===== src/rtl/pcx_rle_pkg.sv =====
// Shared types and constants of the PCX run-length line encoder.
`default_nettype none
package pcx_rle_pkg;

   localparam int unsigned BYTE_WIDTH  = 8;
   localparam int unsigned LEN_WIDTH   = 6;
   localparam int unsigned QUEUE_DEPTH = 2;

   localparam logic [BYTE_WIDTH-1:0] RUN_MARK   = 8'hC0;
   localparam logic [BYTE_WIDTH-1:0] ESCAPE     = 8'hC1;
   localparam logic [1:0]            MARK_BITS  = 2'b11;

   typedef struct packed {
      logic [BYTE_WIDTH-1:0] value;
      logic [LEN_WIDTH-1:0]  length;
   } flush_type;

   typedef struct packed {
      logic      first_valid;
      flush_type first;
      logic      eol;
      flush_type second;
   } entry_type;

endpackage
`default_nettype wire


===== src/rtl/pcx_rle_front.sv =====
// Front end: takes input bytes, tracks the pending run and queues run flushes.
`default_nettype none
module pcx_rle_front #(
   parameter int MAX_RUN = 63
) (
   input  wire                              clock,
   input  wire                              reset,
   input  wire                              invert_bytes,
   input  wire                              req_valid,
   output logic                             req_ready,
   input  wire [pcx_rle_pkg::BYTE_WIDTH-1:0] req_data_byte,
   input  wire                              req_end_of_line,
   input  wire                              queue_full,
   output logic                             push,
   output pcx_rle_pkg::entry_type           push_entry
);
   import pcx_rle_pkg::*;

   logic [BYTE_WIDTH-1:0] run_value_ff, run_value_in;
   logic [LEN_WIDTH-1:0]  run_length_ff, run_length_in;
   logic [BYTE_WIDTH-1:0] byte_in;
   logic [BYTE_WIDTH-1:0] new_value;
   logic [LEN_WIDTH-1:0]  new_length;
   logic                  extend;
   logic                  accept;

   assign req_ready = !queue_full;
   assign accept    = req_valid && req_ready;

   always_comb begin
      byte_in = invert_bytes ? ~req_data_byte : req_data_byte;
      extend  = (run_length_ff != '0) && (byte_in == run_value_ff)
                && (run_length_ff < LEN_WIDTH'(MAX_RUN));
      if (extend) begin
         new_value  = run_value_ff;
         new_length = run_length_ff + LEN_WIDTH'(1);
      end else begin
         new_value  = byte_in;
         new_length = LEN_WIDTH'(1);
      end

      push_entry.first_valid  = !extend && (run_length_ff != '0);
      push_entry.first.value  = run_value_ff;
      push_entry.first.length = run_length_ff;
      push_entry.eol          = req_end_of_line;
      push_entry.second.value = new_value;
      push_entry.second.length = new_length;
      push = accept && (push_entry.first_valid || req_end_of_line);

      run_value_in  = run_value_ff;
      run_length_in = run_length_ff;
      if (accept) begin
         if (req_end_of_line) begin
            run_value_in  = '0;
            run_length_in = '0;
         end else begin
            run_value_in  = new_value;
            run_length_in = new_length;
         end
      end
   end

   always_ff @(posedge clock) begin
      if (reset) begin
         run_value_ff  <= '0;
         run_length_ff <= '0;
      end else begin
         run_value_ff  <= run_value_in;
         run_length_ff <= run_length_in;
      end
   end

`ifndef SYNTHESIS
   a_run_bounded: assert property (@(posedge clock) disable iff (reset)
      run_length_ff <= LEN_WIDTH'(MAX_RUN))
      else $error("pending run exceeds maximum");
   a_eol_clears: assert property (@(posedge clock) disable iff (reset)
      accept && req_end_of_line |=> run_length_ff == '0)
      else $error("run survives line end");
`endif

endmodule
`default_nettype wire


===== src/rtl/pcx_rle_queue.sv =====
// Short queue of flush entries between the front and back ends.
`default_nettype none
module pcx_rle_queue (
   input  wire                    clock,
   input  wire                    reset,
   input  wire                    push,
   input  pcx_rle_pkg::entry_type push_entry,
   input  wire                    pop,
   output logic                   full,
   output logic                   not_empty,
   output pcx_rle_pkg::entry_type head
);
   import pcx_rle_pkg::*;

   localparam int PTR_WIDTH = (QUEUE_DEPTH > 1) ? $clog2(QUEUE_DEPTH) : 1;
   localparam int CNT_WIDTH = $clog2(QUEUE_DEPTH + 1);

   entry_type              slot_ff [QUEUE_DEPTH];
   logic [PTR_WIDTH-1:0]   wr_ptr_ff, wr_ptr_in;
   logic [PTR_WIDTH-1:0]   rd_ptr_ff, rd_ptr_in;
   logic [CNT_WIDTH-1:0]   count_ff, count_in;
   logic                   do_push, do_pop;

   assign full      = (count_ff == CNT_WIDTH'(QUEUE_DEPTH));
   assign not_empty = (count_ff != '0);
   assign head      = slot_ff[rd_ptr_ff];
   assign do_push   = push && !full;
   assign do_pop    = pop && not_empty;

   always_comb begin
      wr_ptr_in = wr_ptr_ff;
      rd_ptr_in = rd_ptr_ff;
      count_in  = count_ff;
      if (do_push) begin
         wr_ptr_in = (wr_ptr_ff == PTR_WIDTH'(QUEUE_DEPTH - 1)) ? '0
                     : wr_ptr_ff + PTR_WIDTH'(1);
      end
      if (do_pop) begin
         rd_ptr_in = (rd_ptr_ff == PTR_WIDTH'(QUEUE_DEPTH - 1)) ? '0
                     : rd_ptr_ff + PTR_WIDTH'(1);
      end
      if (do_push && !do_pop) begin
         count_in = count_ff + CNT_WIDTH'(1);
      end else if (do_pop && !do_push) begin
         count_in = count_ff - CNT_WIDTH'(1);
      end
   end

   always_ff @(posedge clock) begin
      if (reset) begin
         wr_ptr_ff <= '0;
         rd_ptr_ff <= '0;
         count_ff  <= '0;
      end else begin
         wr_ptr_ff <= wr_ptr_in;
         rd_ptr_ff <= rd_ptr_in;
         count_ff  <= count_in;
      end
   end

   always_ff @(posedge clock) begin
      if (do_push) begin
         slot_ff[wr_ptr_ff] <= push_entry;
      end
   end

`ifndef SYNTHESIS
   a_no_overflow: assert property (@(posedge clock) disable iff (reset)
      !(push && full))
      else $error("push into full queue");
`endif

endmodule
`default_nettype wire


===== src/rtl/pcx_rle_back.sv =====
// Back end: expands queued flushes into code bytes behind an output register.
`default_nettype none
module pcx_rle_back (
   input  wire                               clock,
   input  wire                               reset,
   input  wire                               not_empty,
   input  pcx_rle_pkg::entry_type            head,
   output logic                              pop,
   output logic                              rsp_valid,
   input  wire                               rsp_ready,
   output logic [pcx_rle_pkg::BYTE_WIDTH-1:0] rsp_code_byte,
   output logic                              rsp_last_of_item,
   output logic                              rsp_line_done
);
   import pcx_rle_pkg::*;

   logic                  sel_ff, sel_in;
   logic                  sub_ff, sub_in;
   logic                  valid_ff, valid_in;
   logic [BYTE_WIDTH-1:0] code_ff, code_in;
   logic                  last_ff, last_in;
   logic                  done_ff, done_in;
   logic                  eff_sel;
   flush_type             cur;
   logic                  two_bytes;
   logic                  final_flush;
   logic                  final_entry;
   logic                  load;

   always_comb begin
      eff_sel     = sel_ff || !head.first_valid;
      cur         = eff_sel ? head.second : head.first;
      two_bytes   = (cur.length > LEN_WIDTH'(1))
                    || (cur.value[BYTE_WIDTH-1 -: 2] == MARK_BITS);
      final_flush = sub_ff || !two_bytes;
      final_entry = final_flush && (eff_sel || !head.eol);
      load        = not_empty && (!valid_ff || rsp_ready);
      pop         = load && final_entry;

      if (sub_ff || !two_bytes) begin
         code_in = cur.value;
      end else if (cur.length > LEN_WIDTH'(1)) begin
         code_in = RUN_MARK | BYTE_WIDTH'(cur.length);
      end else begin
         code_in = ESCAPE;
      end
      last_in = final_entry;
      done_in = final_entry && head.eol;

      valid_in = valid_ff && !rsp_ready;
      sel_in   = sel_ff;
      sub_in   = sub_ff;
      if (load) begin
         valid_in = 1'b1;
         if (final_entry) begin
            sel_in = 1'b0;
            sub_in = 1'b0;
         end else if (final_flush) begin
            sel_in = 1'b1;
            sub_in = 1'b0;
         end else begin
            sel_in = eff_sel;
            sub_in = 1'b1;
         end
      end
   end

   always_ff @(posedge clock) begin
      if (reset) begin
         valid_ff <= 1'b0;
         sel_ff   <= 1'b0;
         sub_ff   <= 1'b0;
      end else begin
         valid_ff <= valid_in;
         sel_ff   <= sel_in;
         sub_ff   <= sub_in;
      end
   end

   always_ff @(posedge clock) begin
      if (load) begin
         code_ff <= code_in;
         last_ff <= last_in;
         done_ff <= done_in;
      end
   end

   assign rsp_valid        = valid_ff;
   assign rsp_code_byte    = code_ff;
   assign rsp_last_of_item = last_ff;
   assign rsp_line_done    = done_ff;

`ifndef SYNTHESIS
   a_done_is_last: assert property (@(posedge clock) disable iff (reset)
      valid_ff && done_ff |-> last_ff)
      else $error("line end on a byte that is not the last of its transfer");
   a_mid_entry_held: assert property (@(posedge clock) disable iff (reset)
      (sel_ff || sub_ff) |-> not_empty)
      else $error("expansion in progress with empty queue");
`endif

endmodule
`default_nettype wire


===== src/rtl/pcx_rle_line_encoder.sv =====
// Top level of the PCX run-length line encoder.
//
//   channel  direction  handshake               payload
//   req      in         req_valid / req_ready   data_byte, end_of_line
//   rsp      out        rsp_valid / rsp_ready   code_byte, last_of_item, line_done
//   csr      in         csr_write_enable        invert_bytes (write only)
//
// One input transfer is taken per cycle while the flush queue has room.
// Each input gives zero to four code bytes; the back end emits one per cycle
// while the queue holds entries and rsp_ready is high.
// Code bytes pass from the input through the queue and then the output register.
// Synchronous reset clears the pending run, the queue and the output register.
// A stalled rsp holds the output register; the front keeps accepting until the queue fills.
`default_nettype none
module pcx_rle_line_encoder #(
   parameter int MAX_RUN = 63
) (
   input  wire                                clock,
   input  wire                                reset,
   input  wire                                csr_write_enable,
   input  wire                                csr_write_data,
   input  wire                                req_valid,
   output logic                               req_ready,
   input  wire [pcx_rle_pkg::BYTE_WIDTH-1:0]  req_data_byte,
   input  wire                                req_end_of_line,
   output logic                               rsp_valid,
   input  wire                                rsp_ready,
   output logic [pcx_rle_pkg::BYTE_WIDTH-1:0] rsp_code_byte,
   output logic                               rsp_last_of_item,
   output logic                               rsp_line_done
);
   import pcx_rle_pkg::*;

   logic      invert_ff, invert_in;
   logic      push;
   entry_type push_entry;
   logic      pop;
   logic      queue_full;
   logic      queue_not_empty;
   entry_type head;

   assign invert_in = csr_write_enable ? csr_write_data : invert_ff;

   always_ff @(posedge clock) begin
      if (reset) begin
         invert_ff <= 1'b1;
      end else begin
         invert_ff <= invert_in;
      end
   end

   pcx_rle_front #(
      .MAX_RUN (MAX_RUN)
   ) u_front (
      .clock           (clock),
      .reset           (reset),
      .invert_bytes    (invert_ff),
      .req_valid       (req_valid),
      .req_ready       (req_ready),
      .req_data_byte   (req_data_byte),
      .req_end_of_line (req_end_of_line),
      .queue_full      (queue_full),
      .push            (push),
      .push_entry      (push_entry)
   );

   pcx_rle_queue u_queue (
      .clock      (clock),
      .reset      (reset),
      .push       (push),
      .push_entry (push_entry),
      .pop        (pop),
      .full       (queue_full),
      .not_empty  (queue_not_empty),
      .head       (head)
   );

   pcx_rle_back u_back (
      .clock            (clock),
      .reset            (reset),
      .not_empty        (queue_not_empty),
      .head             (head),
      .pop              (pop),
      .rsp_valid        (rsp_valid),
      .rsp_ready        (rsp_ready),
      .rsp_code_byte    (rsp_code_byte),
      .rsp_last_of_item (rsp_last_of_item),
      .rsp_line_done    (rsp_line_done)
   );

endmodule
`default_nettype wire


===== config.mk =====
export PLATFORM = sky130hd
export DESIGN_NAME = pcx_rle_line_encoder
export DESIGN_NICKNAME = d
export VERILOG_FILES = /design/src/rtl/pcx_rle_pkg.sv /design/src/rtl/pcx_rle_front.sv /design/src/rtl/pcx_rle_queue.sv /design/src/rtl/pcx_rle_back.sv /design/src/rtl/pcx_rle_line_encoder.sv
export SDC_FILE = /design/constraint.sdc
export NUM_CORES = 1
export LEC_CHECK = 0
export BUFFER_PORTS_ARGS = -buffer_cell sky130_fd_sc_hd__buf_2
export CORE_MARGIN = 1
export CORE_UTILIZATION = 35
export CTS_CLUSTER_SIZE = 40
export DETAILED_ROUTE_END_ITERATION = 6
export GPL_ROUTABILITY_DRIVEN = 1
export GPL_TIMING_DRIVEN = 0
export SLEW_MARGIN = 20
export SYNTH_ARGS = -nofsm -noshare
export SYNTH_HDL_FRONTEND = slang
export SYNTH_SLANG_ARGS = --single-unit

===== constraint.sdc =====
create_clock -name clock -period 11.7 [get_ports clock]
set_input_delay 0.585 -clock clock [delete_from_list [all_inputs] [get_ports clock]]
set_output_delay 0.585 -clock clock [all_outputs]
set_load 0.005 [all_outputs]

==> results.yml <==
synthesis:
  ys_seq_elements: 93
  netlist.area_leader.share_pct: 51.0
  yosys.area.top_type: "edfxtp_1"
  synth_warnings: 0
  ys_types: 51
  yosysMostFrequentCell: "edfxtp_1"
  synth_xor_area_share_pct: 4.16
  synth_top_family_by_area: "multiplexers"
  yosys.area_share.simple_pct: 10.3
  synth-edff-count: 70
  avgSynthCellArea_sq_um: 13.9
  synth.area.mux_share_pct: 11.2
  synth_cells: 297
  async_reset_ff_share_pct: 0
  synth_compound_area_share_pct: 8.44
  ys_top_cells_by_area: "edfxtp_1 51%, dfxtp_1 11%, mux4_2 6.0%"
  synth_fp_nets: 315
  synthAdderAreaFrac_pct: 0.911
  synth_flop_cell: "edfxtp_1"
  netlist_area_sq_um: 4120
  ys_seq_area_share_pct: 62.2
  synthTopCellsByCount: "70 x edfxtp_1, 23 x dfxtp_1, 20 x nor2_1, 15 x a21oi_1, 15 x inv_1"
worst_setup_path:
  arrival_ns: 3.40
  critPathBufInv: 2
  cp_slowest_cell: "dfxtp_1"
  crit_family: "compound AO/OA/AOI/OAI gates"
  startpoint_type: "flop"
  critPathKind: "reg2reg"
  cp-end-kind: "flop"
  required_ns: 11.97
  path_cells: "inv_1, ha_1, nor4b_1, a221oi_1, o2111ai_1, or2_1, buf_2, a21oi_1, nor2_1, ha_1, or3_1, a21oi_1"
  cp_max_fo: 10
  slowest_delay_ns: 0.43
place:
  dp.cells: 471
  hpwl_microns: 6010
  place.gp.congestion: 0.788
  place.port_buffers: 25
min_path:
  min_path_type: "in2reg"
sta:
  slew_violations: 0
  tightest_slew_ns: 0.974
  clock_skew_ns: 0.0102
  setup_viol: 0
  max_freq_ghz: 0.319
  hold_viol: 0
  rsz0062_at_grt: "false"
  fin_crit_sh_pct: 26.8
  slew_headroom_pct: 35.1
  period_needed_ns: 3.14
  fin_setup_tns_ns: 0
floorplan:
  core_region_area_sq_um: 11500
  die-width_microns: 111
  initial_utilization_pct: 35.9
  pin_count: 27
  fp.dieH_microns: 111
  die-area_sq_um: 12200
  rows: 39
route:
  dr.pass1.iters: 4
  wl_microns: 8420
  vias: 2491
  detail-route-antenna-nets: 0
  viasPerCell: 5.11
  drt_iter0_drc: 110
  wl_per_cell_microns: 17.3
  drcViolationCount: 0
global_routing:
  grt_antenna_before_repair: 0
  grt_max_degree: 15
  first_global_vias: 2436
  grt_first_pass_wirelength_microns: 13300
  gr-total-overflow: 0
  grt_usage_pct: 14.5
finish:
  nNetsFinal: 357
  area_growth_pct: 16.9
  drive_above_1_share_pct: 22.4
  finalNonFillerCells: 487
  num_antenna_cells: 0
cts:
  insertion_delay_ns: 0.34
  cts_buffer_depth: 2
  cts_hold_buf: 0
  cts-root-buf: "clkbuf_16"
  post_cts_buffers: 0
  cts_tree: "done"
  clk_pin_slew_ns: 0.06
  cts_sinks: 93
  htreeDepth: 3
  cts_resized: 0
  cts_buffers: 9
power_and_ir_drop:
  p_per_area_nw_per_um2: 210
  power_uw: 1010
  leakage_uw: 0.00168
  peakVddDrop_v: 0.0000936
outcome:
  status: "complete, no violations"
job:
  maxCapViolations: 0
==> metal layers <==
layer	vias to the layer above	part of all wire (%)	global-route usage, %
met5	-	0	0
met4	0	0.56	3.47
met3	8	5.2	4.39
met2	58	48	23.1
met1	1213	46	19.4
li1	1212	-	-
==> per-stage QoR <==
stage / setup WS [ns] / cell area, sq um / utilization, % / hold slack, ns
2_1_floorplan: 7.49 / 4120 / - / 0.450
3_3_place_gp: 5.86 / 4420 / 38.6 / 0.472
3_5_place_dp: 8.49 / 4480 / 39.1 / 0.472
4_1_cts: 8.55 / 4810 / 42.0 / 0.451
5_1_grt: 8.33 / 4810 / 42.0 / 0.464
6_report: 8.56 / 4810 / 42.0 / 0.456
==> sequential cells by signal, indices dropped and copies added (netlist names), named ones only <==
name                     count
u_back.rsp_valid             1
u_back.sel_ff                1
u_back.rsp_last_of_item      1
u_queue.rd_ptr_ff            1
u_back.rsp_code_byte         8
u_queue.slot_ff             60
u_back.sub_ff                1
u_front.run_value_ff         8
u_queue.count_ff             2
u_queue.wr_ptr_ff            1
invert_ff                    1
u_front.run_length_ff        6
u_back.rsp_line_done         1
==> power breakdown <==
| group | switching, uW | total [uW] | internal [uW] |
|---|---|---|---|
| combinational | 134 | 238 | 104 |
| sequential | 23.3 | 447 | 423 |
| clock | 116 | 324 | 208 |
==> path summary, 6_finish.rpt <==
kind	from	endpoint	slack, ns	depth (start not counted)
worst max-delay path	u_front.run_length_ff[0]$_SDFFE_PP0P_	u_queue.count_ff[1]$_SDFFE_PP0P_	8.56	12
worst min-delay path	csr_write_enable	invert_ff$_SDFFE_PP1P_	0.46	2
worst max register to register	u_front.run_length_ff[0]$_SDFFE_PP0P_	u_queue.count_ff[1]$_SDFFE_PP0P_	8.56	12
worst min register to register	u_back.rsp_valid$_SDFF_PP0_	u_back.rsp_valid$_SDFF_PP0_	0.48	2
==> cell type report <==
class	instances	area [sq um]
Inverter	15	56.3
Clock buffer	11	233
Timing Repair Buffer	31	174
Fill cell	1050	6650
Multi-Input combinational cell	177	1450
Clock inverter	5	98.8
Buffer	12	58.8
Tap cell	143	179
Sequential cell	93	2560
==> cell families (layout without fill, tap and decap cells) <==
logic type | count (synthesis) | after routing
buffers and inverters | 27 | 74
muxes | 31 | 31
adders and majority gates | 3 | 3
AOI/OAI and AO/OA | 45 | 45
xor gates and xnor gates | 17 | 17
DFF | 93 | 93
and+or+nand+nor | 81 | 81
==> worst reg2reg max path, delay by kind of cell (launching register included) <==
kind / cells / cell delay, ns
buf+inv: 2 / 0.28
compound gates: 4 / 0.92
simple gates: 4 / 0.90
fa+ha+maj: 2 / 0.54
flops: 1 / 0.43
==> cell usage in the layout (no fill, tap or decap), types with 5 or more instances in the layout <==
cell type,count
xnor2_1,5
dfxtp_1,23
a21oi_1,15
nand2_1,11
nand2b_1,9
nor2_1,20
mux4_2,11
mux2_2,5
clkbuf_16,9
a2bb2oi_1,6
edfxtp_1,70
nand3_1,10
buf_4,6
clkbuf_1,8
xor2_1,10
buf_2,27
mux2i_1,12
inv_1,15
nor3_1,5
Power figures use the tool's default switching activity.
